--- config.mk ---
export PLATFORM = sky130hd
export DESIGN_NAME = spiral_order_reorder
export DESIGN_NICKNAME = d
export VERILOG_FILES = /design/src/design/spo_pkg.sv /design/src/design/spo_ram.sv /design/src/design/spo_loader.sv /design/src/design/spo_walker.sv /design/src/design/spiral_order_reorder.sv
export SDC_FILE = /design/constraint.sdc
export NUM_CORES = 2
export LEC_CHECK = 0
export ABC_CLOCK_PERIOD_IN_PS = 11450
export BUFFER_PORTS_ARGS = -buffer_cell sky130_fd_sc_hd__buf_2
export CAP_MARGIN = 5
export CORE_MARGIN = 3
export CORE_UTILIZATION = 44
export CTS_CLUSTER_DIAMETER = 150
export DETAILED_ROUTE_END_ITERATION = 6
export GPL_TIMING_DRIVEN = 0
export PLACE_DENSITY = 0.64
export SLEW_MARGIN = 20
export SYNTH_ARGS = -nofsm -noshare
export SYNTH_HDL_FRONTEND = slang
export SYNTH_SLANG_ARGS = --single-unit
export TNS_END_PERCENT = 5
--- constraint.sdc ---
create_clock -name clk -period 11.45 [get_ports clk]
set_input_delay 2.29 -clock clk [delete_from_list [all_inputs] [get_ports clk]]
set_output_delay 2.29 -clock clk [all_outputs]
set_load 0.05 [all_outputs]
--- src/design/spo_pkg.sv ---
package spo_pkg;

  // Configuration port
  localparam int CFG_W      = 4;
  localparam int CFG_ADDR_W = 1;
  localparam logic [CFG_ADDR_W-1:0] REG_ROW_COUNT = 1'b0;
  localparam logic [CFG_ADDR_W-1:0] REG_COL_COUNT = 1'b1;

  // Fixed result field widths
  localparam int OUT_VAL_W   = 32;
  localparam int OUT_IDX_W   = 3;
  localparam int OUT_TDATA_W = ((OUT_VAL_W + 2 * OUT_IDX_W + 7) / 8) * 8;

  // Default sizes
  localparam int DEF_MAX_ROWS    = 8;
  localparam int DEF_MAX_COLS    = 8;
  localparam int DEF_VALUE_WIDTH = 32;

  // Matrix dimensions in use, already clamped
  typedef struct packed {
    logic [CFG_W-1:0] rows;
    logic [CFG_W-1:0] cols;
  } dims_t;

  // Spiral position handed from the walker to the read side
  typedef struct packed {
    logic                 valid;
    logic                 last;
    logic [OUT_IDX_W-1:0] row;
    logic [OUT_IDX_W-1:0] col;
  } pos_t;

  // One result waiting for the output side
  typedef struct packed {
    logic                 last;
    logic [OUT_IDX_W-1:0] col;
    logic [OUT_IDX_W-1:0] row;
    logic [OUT_VAL_W-1:0] value;
  } res_t;

  // Map zero to one and saturate at the maximum
  function automatic logic [CFG_W-1:0] clamp_dim(input logic [CFG_W-1:0] v,
                                                 input logic [CFG_W-1:0] maxv);
    logic [CFG_W-1:0] res;
    res = v;
    if (v == '0) res = CFG_W'(1);
    else if (v > maxv) res = maxv;
    return res;
  endfunction

endpackage

--- src/design/spo_ram.sv ---
module spo_ram #(
  parameter int WIDTH = 32,
  parameter int DEPTH = 64
) (
  input  logic                                  clk,
  input  logic                                  wr_en,
  input  logic [(DEPTH > 1 ? $clog2(DEPTH) : 1)-1:0] wr_addr,
  input  logic [WIDTH-1:0]                      wr_data,
  input  logic                                  rd_en,
  input  logic [(DEPTH > 1 ? $clog2(DEPTH) : 1)-1:0] rd_addr,
  output logic [WIDTH-1:0]                      rd_data
);

  logic [WIDTH-1:0] mem [DEPTH];

  // Write port and registered read port
  always_ff @(posedge clk) begin
    if (wr_en) mem[wr_addr] <= wr_data;
    if (rd_en) rd_data <= mem[rd_addr];
  end

endmodule

--- src/design/spo_loader.sv ---
module spo_loader
  import spo_pkg::*;
#(
  parameter int MAX_ROWS = DEF_MAX_ROWS,
  parameter int MAX_COLS = DEF_MAX_COLS
) (
  input  logic  clk,
  input  logic  rst_n,
  input  logic  in_fire,
  input  dims_t dims,
  output logic [(MAX_ROWS * MAX_COLS > 1 ? $clog2(MAX_ROWS * MAX_COLS) : 1)-1:0] wr_addr,
  output logic  done
);

  localparam int DEPTH  = MAX_ROWS * MAX_COLS;
  localparam int ADDR_W = DEPTH > 1 ? $clog2(DEPTH) : 1;
  localparam int LC_W   = $clog2(DEPTH + 1);
  localparam int RW     = MAX_ROWS > 1 ? $clog2(MAX_ROWS) : 1;
  localparam int CW     = MAX_COLS > 1 ? $clog2(MAX_COLS) : 1;

  logic [LC_W-1:0]    load_cnt_r, load_cnt_nxt;
  logic [LC_W-1:0]    eff_cnt, cnt_inc, total;
  logic [2*CFG_W-1:0] total_prod, kprod, rc_prod, eff_ext;
  logic [RW-1:0]      r_sel;
  logic [CW-1:0]      c_sel;

  // Restart the count when the dimensions shrank below it
  always_comb begin
    total_prod = dims.rows * dims.cols;
    total      = LC_W'(total_prod);
    eff_cnt    = (load_cnt_r >= total) ? '0 : load_cnt_r;
    eff_ext    = (2*CFG_W)'(eff_cnt);
  end

  // Split the count into row and column: row is the largest k with k*cols <= count
  always_comb begin
    kprod = '0;
    r_sel = '0;
    for (int k = 1; k < MAX_ROWS; k++) begin
      kprod = CFG_W'(k) * dims.cols;
      if (kprod <= eff_ext) r_sel = RW'(k);
    end
    rc_prod = r_sel * dims.cols;
    c_sel   = CW'(eff_ext - rc_prod);
    wr_addr = ADDR_W'(r_sel * MAX_COLS + c_sel);
  end

  // Advance the count and flag the element that completes the matrix
  always_comb begin
    cnt_inc      = eff_cnt + LC_W'(1);
    done         = in_fire && (cnt_inc == total);
    load_cnt_nxt = load_cnt_r;
    if (in_fire) load_cnt_nxt = done ? '0 : cnt_inc;
  end

  always_ff @(posedge clk) begin
    if (!rst_n) begin
      load_cnt_r <= '0;
    end else begin
      load_cnt_r <= load_cnt_nxt;
    end
  end

endmodule

--- src/design/spo_walker.sv ---
module spo_walker
  import spo_pkg::*;
#(
  parameter int MAX_ROWS = DEF_MAX_ROWS,
  parameter int MAX_COLS = DEF_MAX_COLS
) (
  input  logic  clk,
  input  logic  rst_n,
  input  logic  start,
  input  dims_t dims,
  input  logic  step,
  output pos_t  pos
);

  localparam int DEPTH = MAX_ROWS * MAX_COLS;
  localparam int LC_W  = $clog2(DEPTH + 1);
  localparam int RW    = MAX_ROWS > 1 ? $clog2(MAX_ROWS) : 1;
  localparam int CW    = MAX_COLS > 1 ? $clog2(MAX_COLS) : 1;

  typedef enum logic [1:0] {
    DIR_RIGHT,
    DIR_DOWN,
    DIR_LEFT,
    DIR_UP
  } dir_t;

  dir_t               dir_r;
  logic               busy_r;
  logic [RW-1:0]      row_r, top_r, bot_r;
  logic [CW-1:0]      col_r, left_r, right_r;
  logic [LC_W-1:0]    remain_r;
  logic [2*CFG_W-1:0] total_prod;
  logic               last;

  assign total_prod = dims.rows * dims.cols;
  assign last       = (remain_r == LC_W'(1));

  assign pos.valid = busy_r;
  assign pos.last  = last;
  assign pos.row   = OUT_IDX_W'(row_r);
  assign pos.col   = OUT_IDX_W'(col_r);

  // Walk the ring: turn at each bound and pull the bound of the side just walked inward
  always_ff @(posedge clk) begin
    if (!rst_n) begin
      busy_r <= 1'b0;
      dir_r  <= DIR_RIGHT;
    end else if (start) begin
      busy_r   <= 1'b1;
      dir_r    <= DIR_RIGHT;
      row_r    <= '0;
      col_r    <= '0;
      top_r    <= '0;
      left_r   <= '0;
      bot_r    <= RW'(dims.rows - CFG_W'(1));
      right_r  <= CW'(dims.cols - CFG_W'(1));
      remain_r <= LC_W'(total_prod);
    end else if (step && busy_r) begin
      remain_r <= remain_r - LC_W'(1);
      if (last) busy_r <= 1'b0;
      unique case (dir_r)
        DIR_RIGHT: begin
          if (col_r == right_r) begin
            dir_r <= DIR_DOWN;
            top_r <= top_r + RW'(1);
            row_r <= row_r + RW'(1);
          end else begin
            col_r <= col_r + CW'(1);
          end
        end
        DIR_DOWN: begin
          if (row_r == bot_r) begin
            dir_r   <= DIR_LEFT;
            right_r <= right_r - CW'(1);
            col_r   <= col_r - CW'(1);
          end else begin
            row_r <= row_r + RW'(1);
          end
        end
        DIR_LEFT: begin
          if (col_r == left_r) begin
            dir_r <= DIR_UP;
            bot_r <= bot_r - RW'(1);
            row_r <= row_r - RW'(1);
          end else begin
            col_r <= col_r - CW'(1);
          end
        end
        DIR_UP: begin
          if (row_r == top_r) begin
            dir_r  <= DIR_RIGHT;
            left_r <= left_r + CW'(1);
            col_r  <= col_r + CW'(1);
          end else begin
            row_r <= row_r - RW'(1);
          end
        end
        default: dir_r <= DIR_RIGHT;
      endcase
    end
  end

endmodule

--- src/design/spiral_order_reorder.sv ---
// Channel   Direction  Handshake         Payload
// in_       input      tvalid / tready   tdata: element_value
// out_      output     tvalid / tready   tdata: out_value, out_row, out_col; tlast: end_of_run
// cfg_      input      wr_en             addr: register index, wdata: register value
//
// Loading takes one element per cycle while in_tready is high. The element that completes the
// matrix starts the spiral; out_tvalid rises after the walker start register, the memory read
// and the output register, and results follow one per cycle while out_tready is high.
// in_tready stays low until the last spiral read is issued. Reset (rst_n, synchronous)
// clears the load count, the walker and the output queue; the store itself is not cleared.
// A stalled out_tready pauses the reads.
module spiral_order_reorder
  import spo_pkg::*;
#(
  parameter int MAX_ROWS    = DEF_MAX_ROWS,
  parameter int MAX_COLS    = DEF_MAX_COLS,
  parameter int VALUE_WIDTH = DEF_VALUE_WIDTH
) (
  input  logic                                  clk,
  input  logic                                  rst_n,
  input  logic                                  in_tvalid,
  output logic                                  in_tready,
  input  logic [((VALUE_WIDTH + 7) / 8) * 8-1:0] in_tdata,  // element_value
  output logic                                  out_tvalid,
  input  logic                                  out_tready,
  output logic [OUT_TDATA_W-1:0]                out_tdata, // out_value, out_row, out_col
  output logic                                  out_tlast,
  input  logic                                  cfg_wr_en,
  input  logic [CFG_ADDR_W-1:0]                 cfg_addr,
  input  logic [CFG_W-1:0]                      cfg_wdata
);

  localparam int DEPTH  = MAX_ROWS * MAX_COLS;
  localparam int ADDR_W = DEPTH > 1 ? $clog2(DEPTH) : 1;

  logic [CFG_W-1:0]       row_count_r, col_count_r;
  dims_t                  dims;
  logic                   in_fire, load_done;
  logic [ADDR_W-1:0]      wr_addr, rd_addr;
  logic [VALUE_WIDTH-1:0] rd_data;
  pos_t                   pos, pend_r;
  logic                   issue, take;
  logic [1:0]             used;
  res_t                   arr, out_r, skid_r;
  logic                   out_valid_r, skid_valid_r;

  // Configuration registers
  always_ff @(posedge clk) begin
    if (!rst_n) begin
      row_count_r <= CFG_W'(8);
      col_count_r <= CFG_W'(8);
    end else if (cfg_wr_en) begin
      unique case (cfg_addr)
        REG_ROW_COUNT: row_count_r <= cfg_wdata;
        REG_COL_COUNT: col_count_r <= cfg_wdata;
        default: ;
      endcase
    end
  end

  assign dims.rows = clamp_dim(row_count_r, CFG_W'(MAX_ROWS));
  assign dims.cols = clamp_dim(col_count_r, CFG_W'(MAX_COLS));

  assign in_tready = !pos.valid;
  assign in_fire   = in_tvalid && in_tready;

  spo_loader #(
    .MAX_ROWS(MAX_ROWS),
    .MAX_COLS(MAX_COLS)
  ) u_loader (
    .clk    (clk),
    .rst_n  (rst_n),
    .in_fire(in_fire),
    .dims   (dims),
    .wr_addr(wr_addr),
    .done   (load_done)
  );

  spo_walker #(
    .MAX_ROWS(MAX_ROWS),
    .MAX_COLS(MAX_COLS)
  ) u_walker (
    .clk  (clk),
    .rst_n(rst_n),
    .start(load_done),
    .dims (dims),
    .step (issue),
    .pos  (pos)
  );

  // Issue a read only when the output queue has room for its data
  always_comb begin
    take  = out_valid_r && out_tready;
    used  = 2'(out_valid_r) + 2'(skid_valid_r) + 2'(pend_r.valid) - 2'(take);
    issue = pos.valid && (used < 2'd2);
  end

  assign rd_addr = ADDR_W'(int'(pos.row) * MAX_COLS + int'(pos.col));

  // The first read waits for the walker start register after the last write, so no forwarding is needed
  spo_ram #(
    .WIDTH(VALUE_WIDTH),
    .DEPTH(DEPTH)
  ) u_store (
    .clk    (clk),
    .wr_en  (in_fire),
    .wr_addr(wr_addr),
    .wr_data(in_tdata[VALUE_WIDTH-1:0]),
    .rd_en  (issue),
    .rd_addr(rd_addr),
    .rd_data(rd_data)
  );

  // Hold the position of the read in flight
  always_ff @(posedge clk) begin
    if (!rst_n) begin
      pend_r.valid <= 1'b0;
    end else begin
      pend_r.valid <= issue;
    end
    if (issue) begin
      pend_r.last <= pos.last;
      pend_r.row  <= pos.row;
      pend_r.col  <= pos.col;
    end
  end

  assign arr.last  = pend_r.last;
  assign arr.row   = pend_r.row;
  assign arr.col   = pend_r.col;
  assign arr.value = OUT_VAL_W'(rd_data);

  // Output register with a skid stage behind it
  always_ff @(posedge clk) begin
    if (!rst_n) begin
      out_valid_r  <= 1'b0;
      skid_valid_r <= 1'b0;
    end else if (!out_valid_r || take) begin
      if (skid_valid_r) begin
        out_valid_r  <= 1'b1;
        skid_valid_r <= pend_r.valid;
      end else begin
        out_valid_r <= pend_r.valid;
      end
    end else if (pend_r.valid) begin
      skid_valid_r <= 1'b1;
    end
  end

  always_ff @(posedge clk) begin
    if (!out_valid_r || take) begin
      if (skid_valid_r) begin
        out_r <= skid_r;
        if (pend_r.valid) skid_r <= arr;
      end else if (pend_r.valid) begin
        out_r <= arr;
      end
    end else if (pend_r.valid) begin
      skid_r <= arr;
    end
  end

  assign out_tvalid = out_valid_r;
  assign out_tlast  = out_r.last;
  assign out_tdata  = OUT_TDATA_W'({out_r.col, out_r.row, out_r.value});

endmodule
## Yosys cells after proc, flatten, opt, wreduce, memory -nomap -nowiden

Memory sizes are Yosys's and may differ from the RTL's. A register that Yosys moved wholly into a read port is not among the register bits.
Index checks and enable logic that the tools add are counted.

- Memory bits (writable): 2048
- Output and inout port bits: 43
- Bits in registers: 131
- Input port bits: 42
- Memories kept: 1
- Logic and storage cells: 182

- Add/subtract/negate cells: 18
- Reductions and logical operators: 36
- Equal/unequal tests: 22
- Multipliers: 6
- Multiplexer cells: 60
- Bitwise operators: 2
- Order comparisons: 11

Memory list:

| name | depth | width | read ports | clocked after memory_dff | wr ports | line | RTL |
|---|---|---|---|---|---|---|---|
| u_store.mem | 64 | 32 | 1 | 1 | 1 | spo_ram.sv:14 | `logic [WIDTH-1:0] mem [DEPTH];` |

Operator list:

| cell | count |
|---|---|
| $mux 39 | 5 |
| $mux 3 | 28 |
| $mux 7 | 4 |
| $pmux 3 s4 | 2 |
| $reduce_bool 2->1 | 12 |
| $le 7x7->1 | 3 |
| $sub 3x1->3 const B | 6 |
| $mux 4 | 4 |
| $reduce_and 4->1 | 4 |
| $le 6x7->1 | 2 |
| $mul 3x4->7 const A | 2 |
| $add 3x1->3 const B | 4 |
| $add 6x3->6 | 2 |
| $eq 3x3->1 | 4 |
| $mul 2x4->6 const A | 2 |
| $mux 2 | 6 |
| $ne 3x2->1 const B | 4 |
| $ne 3x3->1 const B | 4 |
| $reduce_and 6->1 | 2 |
| $mux 1 | 10 |
| $reduce_and 2->1 | 5 |
| $gt 4x4->1 const B | 2 |
| $logic_not 4->1 | 2 |
| $ne 2x1->1 const B | 4 |
| other kinds (25) | 32 |

## Depth between registers and ports, before layout

- Word-level depth: 17
- Gate-level depth with buffers: 41
- Mapped depth without buffers: 39

## Cells and area by module

From an unflattened synthesis, not the netlist that was laid out.

- Cell total of the unflattened synthesis: 4034
- Area, all modules: 87203.6 µm²

Modules (own cells, without submodules):

| module | times used | area an instance (µm²) | seq. area each (µm²) | cells each |
|---|---|---|---|---|
| spo_ram | 1 | 78845.6 | 62459.9 | 3324 |
| spiral_order_reorder | 1 | 3631.0 | 2772.7 | 200 |
| spo_loader | 1 | 2650.0 | 140.1 | 313 |
| spo_walker | 1 | 2077.0 | 810.8 | 197 |

## Worst setup path after synthesis

OpenSTA, ideal clock, no wires.

- Path kind: register to register
- Start: register col_count_r[3]
- End: memory u_store.mem[3][0] (enable)
- Library setup time: 0.502 ns
- Slack: -0.980 ns
- Data required time: 10.948 ns
- Stages on the path, launching flop included: 38
- Period minus slack after synthesis: 12.430 ns
- Path buffers: 4
- Arrival: 11.927 ns
- Cell sequence: dfxtp_1 buf_1 nor2b_1 clkbuf_1 nand2_1 fa_1 inv_1 fa_1 fa_1 xor2_1 inv_1 ha_1 a21o_1 a32oi_1 o221ai_1 a211oi_4 o22a_1 buf_2 (+2 left out) a21o_1 a21oi_1 mux2_2 or3_1 or4b_1 nand2_1 a21oi_1 nor2_1 ha_1 fa_1 xor2_1 xnor2_1 nor2_1 a221oi_2 o211a_1 nand2_1 buf_2 nor4_1

- Longest elaborated chain between the ends: 17
- Elaborated cells between the ends (all ways): 28
- Those cells by class: 2 x add/sub; 6 x mul; 9 x order compare; 10 x mux; 1 x reduce/logical

Ends and longest elaborated chain:

| item | line | RTL |
|---|---|---|
| start, declared | spiral_order_reorder.sv:36 | `logic [CFG_W-1:0] row_count_r, col_count_r;` |
| start signal, assigned | spiral_order_reorder.sv:55 | `REG_COL_COUNT: col_count_r <= cfg_wdata;` |
| $gt 4x4->1 | spo_pkg.sv:47 | `else if (v > maxv) res = maxv;` |
| $mux 4 | spo_pkg.sv:47 |  |
| $mux 4 (*) | spo_pkg.sv:46 | `if (v == '0) res = CFG_W'(1);` |
| $mul 4x4->7 | spo_loader.sv:29 | `total_prod = dims.rows * dims.cols;` |
| $ge 7x7->1 | spo_loader.sv:31 | `eff_cnt = (load_cnt_r >= total) ? '0 : load_cnt_r;` |
| $mux 7 | spo_loader.sv:31 |  |
| $le 4x7->1 | spo_loader.sv:41 | `if (kprod <= eff_ext) r_sel = RW'(k);` |
| $mux 1 | spo_loader.sv:41 |  |
| $mux 2 (2 in a row) | spo_loader.sv:41 |  |
| $mux 3 (4 in a row) | spo_loader.sv:41 |  |
| $mul 3x4->3 | spo_loader.sv:43 | `rc_prod = r_sel * dims.cols;` |
| $sub 3x3->3 | spo_loader.sv:44 | `c_sel = CW'(eff_ext - rc_prod);` |
| $add 6x3->6 (*) | spo_loader.sv:45 | `wr_addr = ADDR_W'(r_sel * MAX_COLS + c_sel);` |
| end, declared | spo_ram.sv:14 |  |

Mark *: on every way between the ends. The rest lies on a longest branch, timed or not.

## Worst setup path in the final report

- Start: register col_count_r[3]
- End: memory u_store.mem[14][1] (enable)

Same word-level chain as after synthesis.

==> summary.txt <==
Status
  • Status: complete, no violations

Layout
  • Multi-input logic area: 20,690 um^2
  • Share of layout cells above drive strength 1: 34.36%
  • # nets final: 4,460
  • Register area: 66,180 um^2
  • Design Area, Final: 101,800 um^2
  • Area delta synth->final: 16.93%
  • Fill cell count: 14,970
  • Fin util: 51.98%

Timing
  • Final setup fails: 0
  • Min Tclk post-route: 11,080 ps
  • Fin. Hold Viols: 0
  • Final Slew Violations: 0
  • Slew margin rel.: 20.96%
  • Period utilization: 96.79%
  • RSZ-0062 raised after global routing: true
  • Clock skew: 84.98 ps
  • Fmax: 0.09023 GHz
  • Worst-Margin Slew: 1186 ps

Synthesis
  • Async SR Flop Fraction: 0%
  • Unique masters post-synth: 81
  • Yosys reg bits: 2,211
  • Post-synth top area share: 75.56%
  • Largest area contributor in the netlist: edfxtp_1
  • Synth area leaders: edfxtp_1, mux4_2, ha_1
  • Most common flop cell mapped by yosys: edfxtp_1
  • Average cell area after synthesis: 23.15 um^2
  • Number of synthesized flops with an enable pin: 2,190
  • Post-synth top cells: edfxtp_1, mux4_2, clkbuf_1
  • Cells after synthesis: 3,760
  • Most frequent cell after synthesis: edfxtp_1
  • Yosys warns: 0
  • Cell area after synthesis: 87,040 um^2
  • Seq/Total Area, Yosys: 76.04%

Min path
  • Worst Hold Class: reg -> reg

Global routing
  • Initial antenna violation count: 23
  • Number of global-route vias before repair: 43,360
  • Largest net degree at the start of global routing: 65
  • All-layer global routing usage: 23.18%
  • Grt total ovfl: 0
  • First-pass GRT wire length: 331,800 um

Clock tree
  • Total CTS buffers: 216
  • # hold bufs at CTS: 0
  • H-tree depth: 4
  • Root buf cell: clkbuf_16
  • Max Root-Sink Buffers: 3
  • Reg clk slew, reported paths: 60 ps
  • Clk sinks: 2,211
  • Clock latency on the worst-skew pair: 880 ps
  • TritonCTS clock tree: built

Die
  • Die Area: 203,200 um^2
  • Chip height: 450.8 um
  • Total core area: 195,800 um^2
  • Initial core utilization: 44.45%
  • IO Pins: 85
  • Die X: 450.8 um
  • Placement Rows: 162

Worst setup path
  • Crit-path max FO: 14
  • Critical Path RT: 11,960 ps
  • Crit path DAT: 11,590 ps
  • Slowest cell delay on critical path: 630 ps
  • Crit-path slowest cell: or4b_1
  • Worst Setup Start Kind: flop
  • Family with the most delay on the worst path: adder cells
  • Worst R2R Setup Slack: 370 ps
  • CP Class: reg -> reg
  • Worst path buffer plus inverter count: 9
  • Critical path capture point type: flop
  • Most used cell, CP: ha_1

Routing
  • Vias: 43,220
  • TritonRoute pass-1 iters: 6
  • Drt wl/cell: 33.20 um
  • Post-route ant nets: 0
  • Via-per-instance ratio: 6.055
  • Total Wirelength: 237,000 um
  • Initial drt markers: 5,976
  • Drt drc: 0

Power and ir drop
  • Int Power: 13.12 mW
  • Leakage: 32.36 nW
  • Sw Share: 22.08%
  • Power density over cell area: 165.4 nW/um^2
  • Clk pwr share: 41.2%
  • Net Sw Power: 3.717 mW
  • Max IR drop VDD: 0.1701 mV
  • Reg power frac: 53.8%
  • Logic pwr share: 5.0%

Place
  • Routability congestion estimate: 0.9086
  • Cell Area, Placed: 94,070 um^2
  • Hpwl dp: 161,100 um
  • Port buffer count: 82

Flow run
  • Max cap viols: 0
## sequential cells by signal (all words and copies together) (netlist names), 4 cells and up
signal / cells
out_tdata: 38
u_store.mem: 2048
skid_r: 39
arr: 7
u_walker.remain_r: 7
col_count_r: 4
row_count_r: 4
u_store.rd_data: 32
u_loader.load_cnt_r: 7
## power groups by stage
stage               Clock, mW  Combinational, mW  Sequential [mW]
floorplan                   0              0.344             9.23
global placement            0              0.661             9.24
detailed placement          0              0.778             9.23
CTS                      7.02              0.803             9.06
global route             7.35              0.878             9.06
finish                   6.94              0.846             9.06
## cells by family after synthesis
| group | after synthesis | synth area share, % |
|---|---|---|
| AO/OA/AOI/OAI | 151 | 1.216 |
| adder cells (fa/ha/maj) | 82 | 1.282 |
| multiplexers | 741 | 18.17 |
| buffers and inverters | 225 | 0.9976 |
| AND/OR/NAND/NOR | 299 | 1.758 |
| flip-flops | 2211 | 76.04 |
| XOR/XNOR | 50 | 0.5376 |
| other | 1 | 0.004308 |
## routing by layer
layer | part of all wire (%) | global-route usage, % | vias to the layer above
met4 | 3.9 | 8.347 | 4
met1 | 38 | 31.31 | 23310
met5 | 0.0097 | 0 | -
met3 | 9.9 | 5.966 | 440
met2 | 48 | 36.69 | 2251
li1 | - | - | 17220
## final cells by class
| cell class | instances | share of cell area (%) |
|---|---|---|
| Sequential cell | 2211 | 65.03 |
| Multi-Input combinational cell | 1326 | 20.33 |
| Clock buffer | 260 | 5.473 |
| Timing Repair Buffer | 356 | 3.618 |
| Tap cell | 2624 | 3.226 |
| Clock inverter | 130 | 1.347 |
| Buffer | 188 | 0.8151 |
| Inverter | 37 | 0.1438 |
| Antenna cell | 6 | 0.01475 |
## worst reg2reg max path: cells and delay by family (launching register included)
kind                       cells  cell delay, ps
muxes                          1             290
and+or+nand+nor                9            2580
buffers and inverters          9            1830
AOI/OAI and AO/OA             10            2330
xor gates and xnor gates       3             720
adders and majority gates      8            2640
DFF                            1             340
## cell usage in the layout, fill, tap and decap left out, types with 10 or more instances in the layout
cell type,netlist,routed
clkbuf_1,130,147
xor2_1,15,14
nor3_1,40,13
clkinv_2,0,39
ha_1,70,70
buf_4,2,212
bufinv_16,0,15
dfxtp_1,21,21
buf_12,0,16
nand2_1,57,54
buf_6,1,37
o21a_1,10,10
o21ai_0,21,19
inv_1,36,34
buf_2,7,71
xnor2_1,31,30
and2_1,13,13
mux2i_1,28,20
nor2b_1,15,15
clkinv_16,0,13
nor3_2,1,12
edfxtp_1,2190,2190
nor3_4,0,16
mux2_2,46,46
mux4_2,666,666
a21o_1,13,13
nand4_1,11,11
nand3_1,22,22
buf_1,48,19
a21oi_1,53,41
clkinv_1,1,47
a21oi_4,1,11
clkbuf_2,0,36
nand2b_1,10,10
fa_1,12,12
buf_16,0,37
nor2_1,81,77
clkbuf_16,0,216
## metrics by stage
| stage | total power, mW | std cells | worst slack (ps) | hold WS (ps) | TNS [ps] |
|---|---|---|---|---|---|
| 5_1_grt | 17.28 | 7136 | -40.76 | 457.5 | -479.1 |
| 6_report | 16.84 | 7138 | 367.7 | 447.5 | 0 |
| 3_5_place_dp | 10.01 | 6690 | -2182 | 430.7 | -3545540 |
| 3_3_place_gp | 9.906 | 6467 | -6462 | 429.6 | -9796170 |
| 2_1_floorplan | 9.572 | 3761 | -181.2 | 422.2 | -75450 |
| 4_1_cts | 16.89 | 7113 | -5.095 | 447.5 | -5.095 |
## final timing paths
check | startpoint | to | cells past startpoint
setup / recovery | col_count_r[3] | u_store.mem[14][1] | 40
hold / removal | u_store.rd_data[5] | skid_r[5] | 0
setup reg to reg | col_count_r[3] | u_store.mem[14][1] | 40
hold reg to reg | u_store.rd_data[5] | skid_r[5] | 0
## timing repair
action | CTS | global route
gates cloned | 0 | 1
gates resized for setup | 26 | 32
setup buffers | 33 | 18
setup endpoints to repair | 2048 | 2010
pin swaps | 17 | 15
Power figures use the tool's default switching activity.
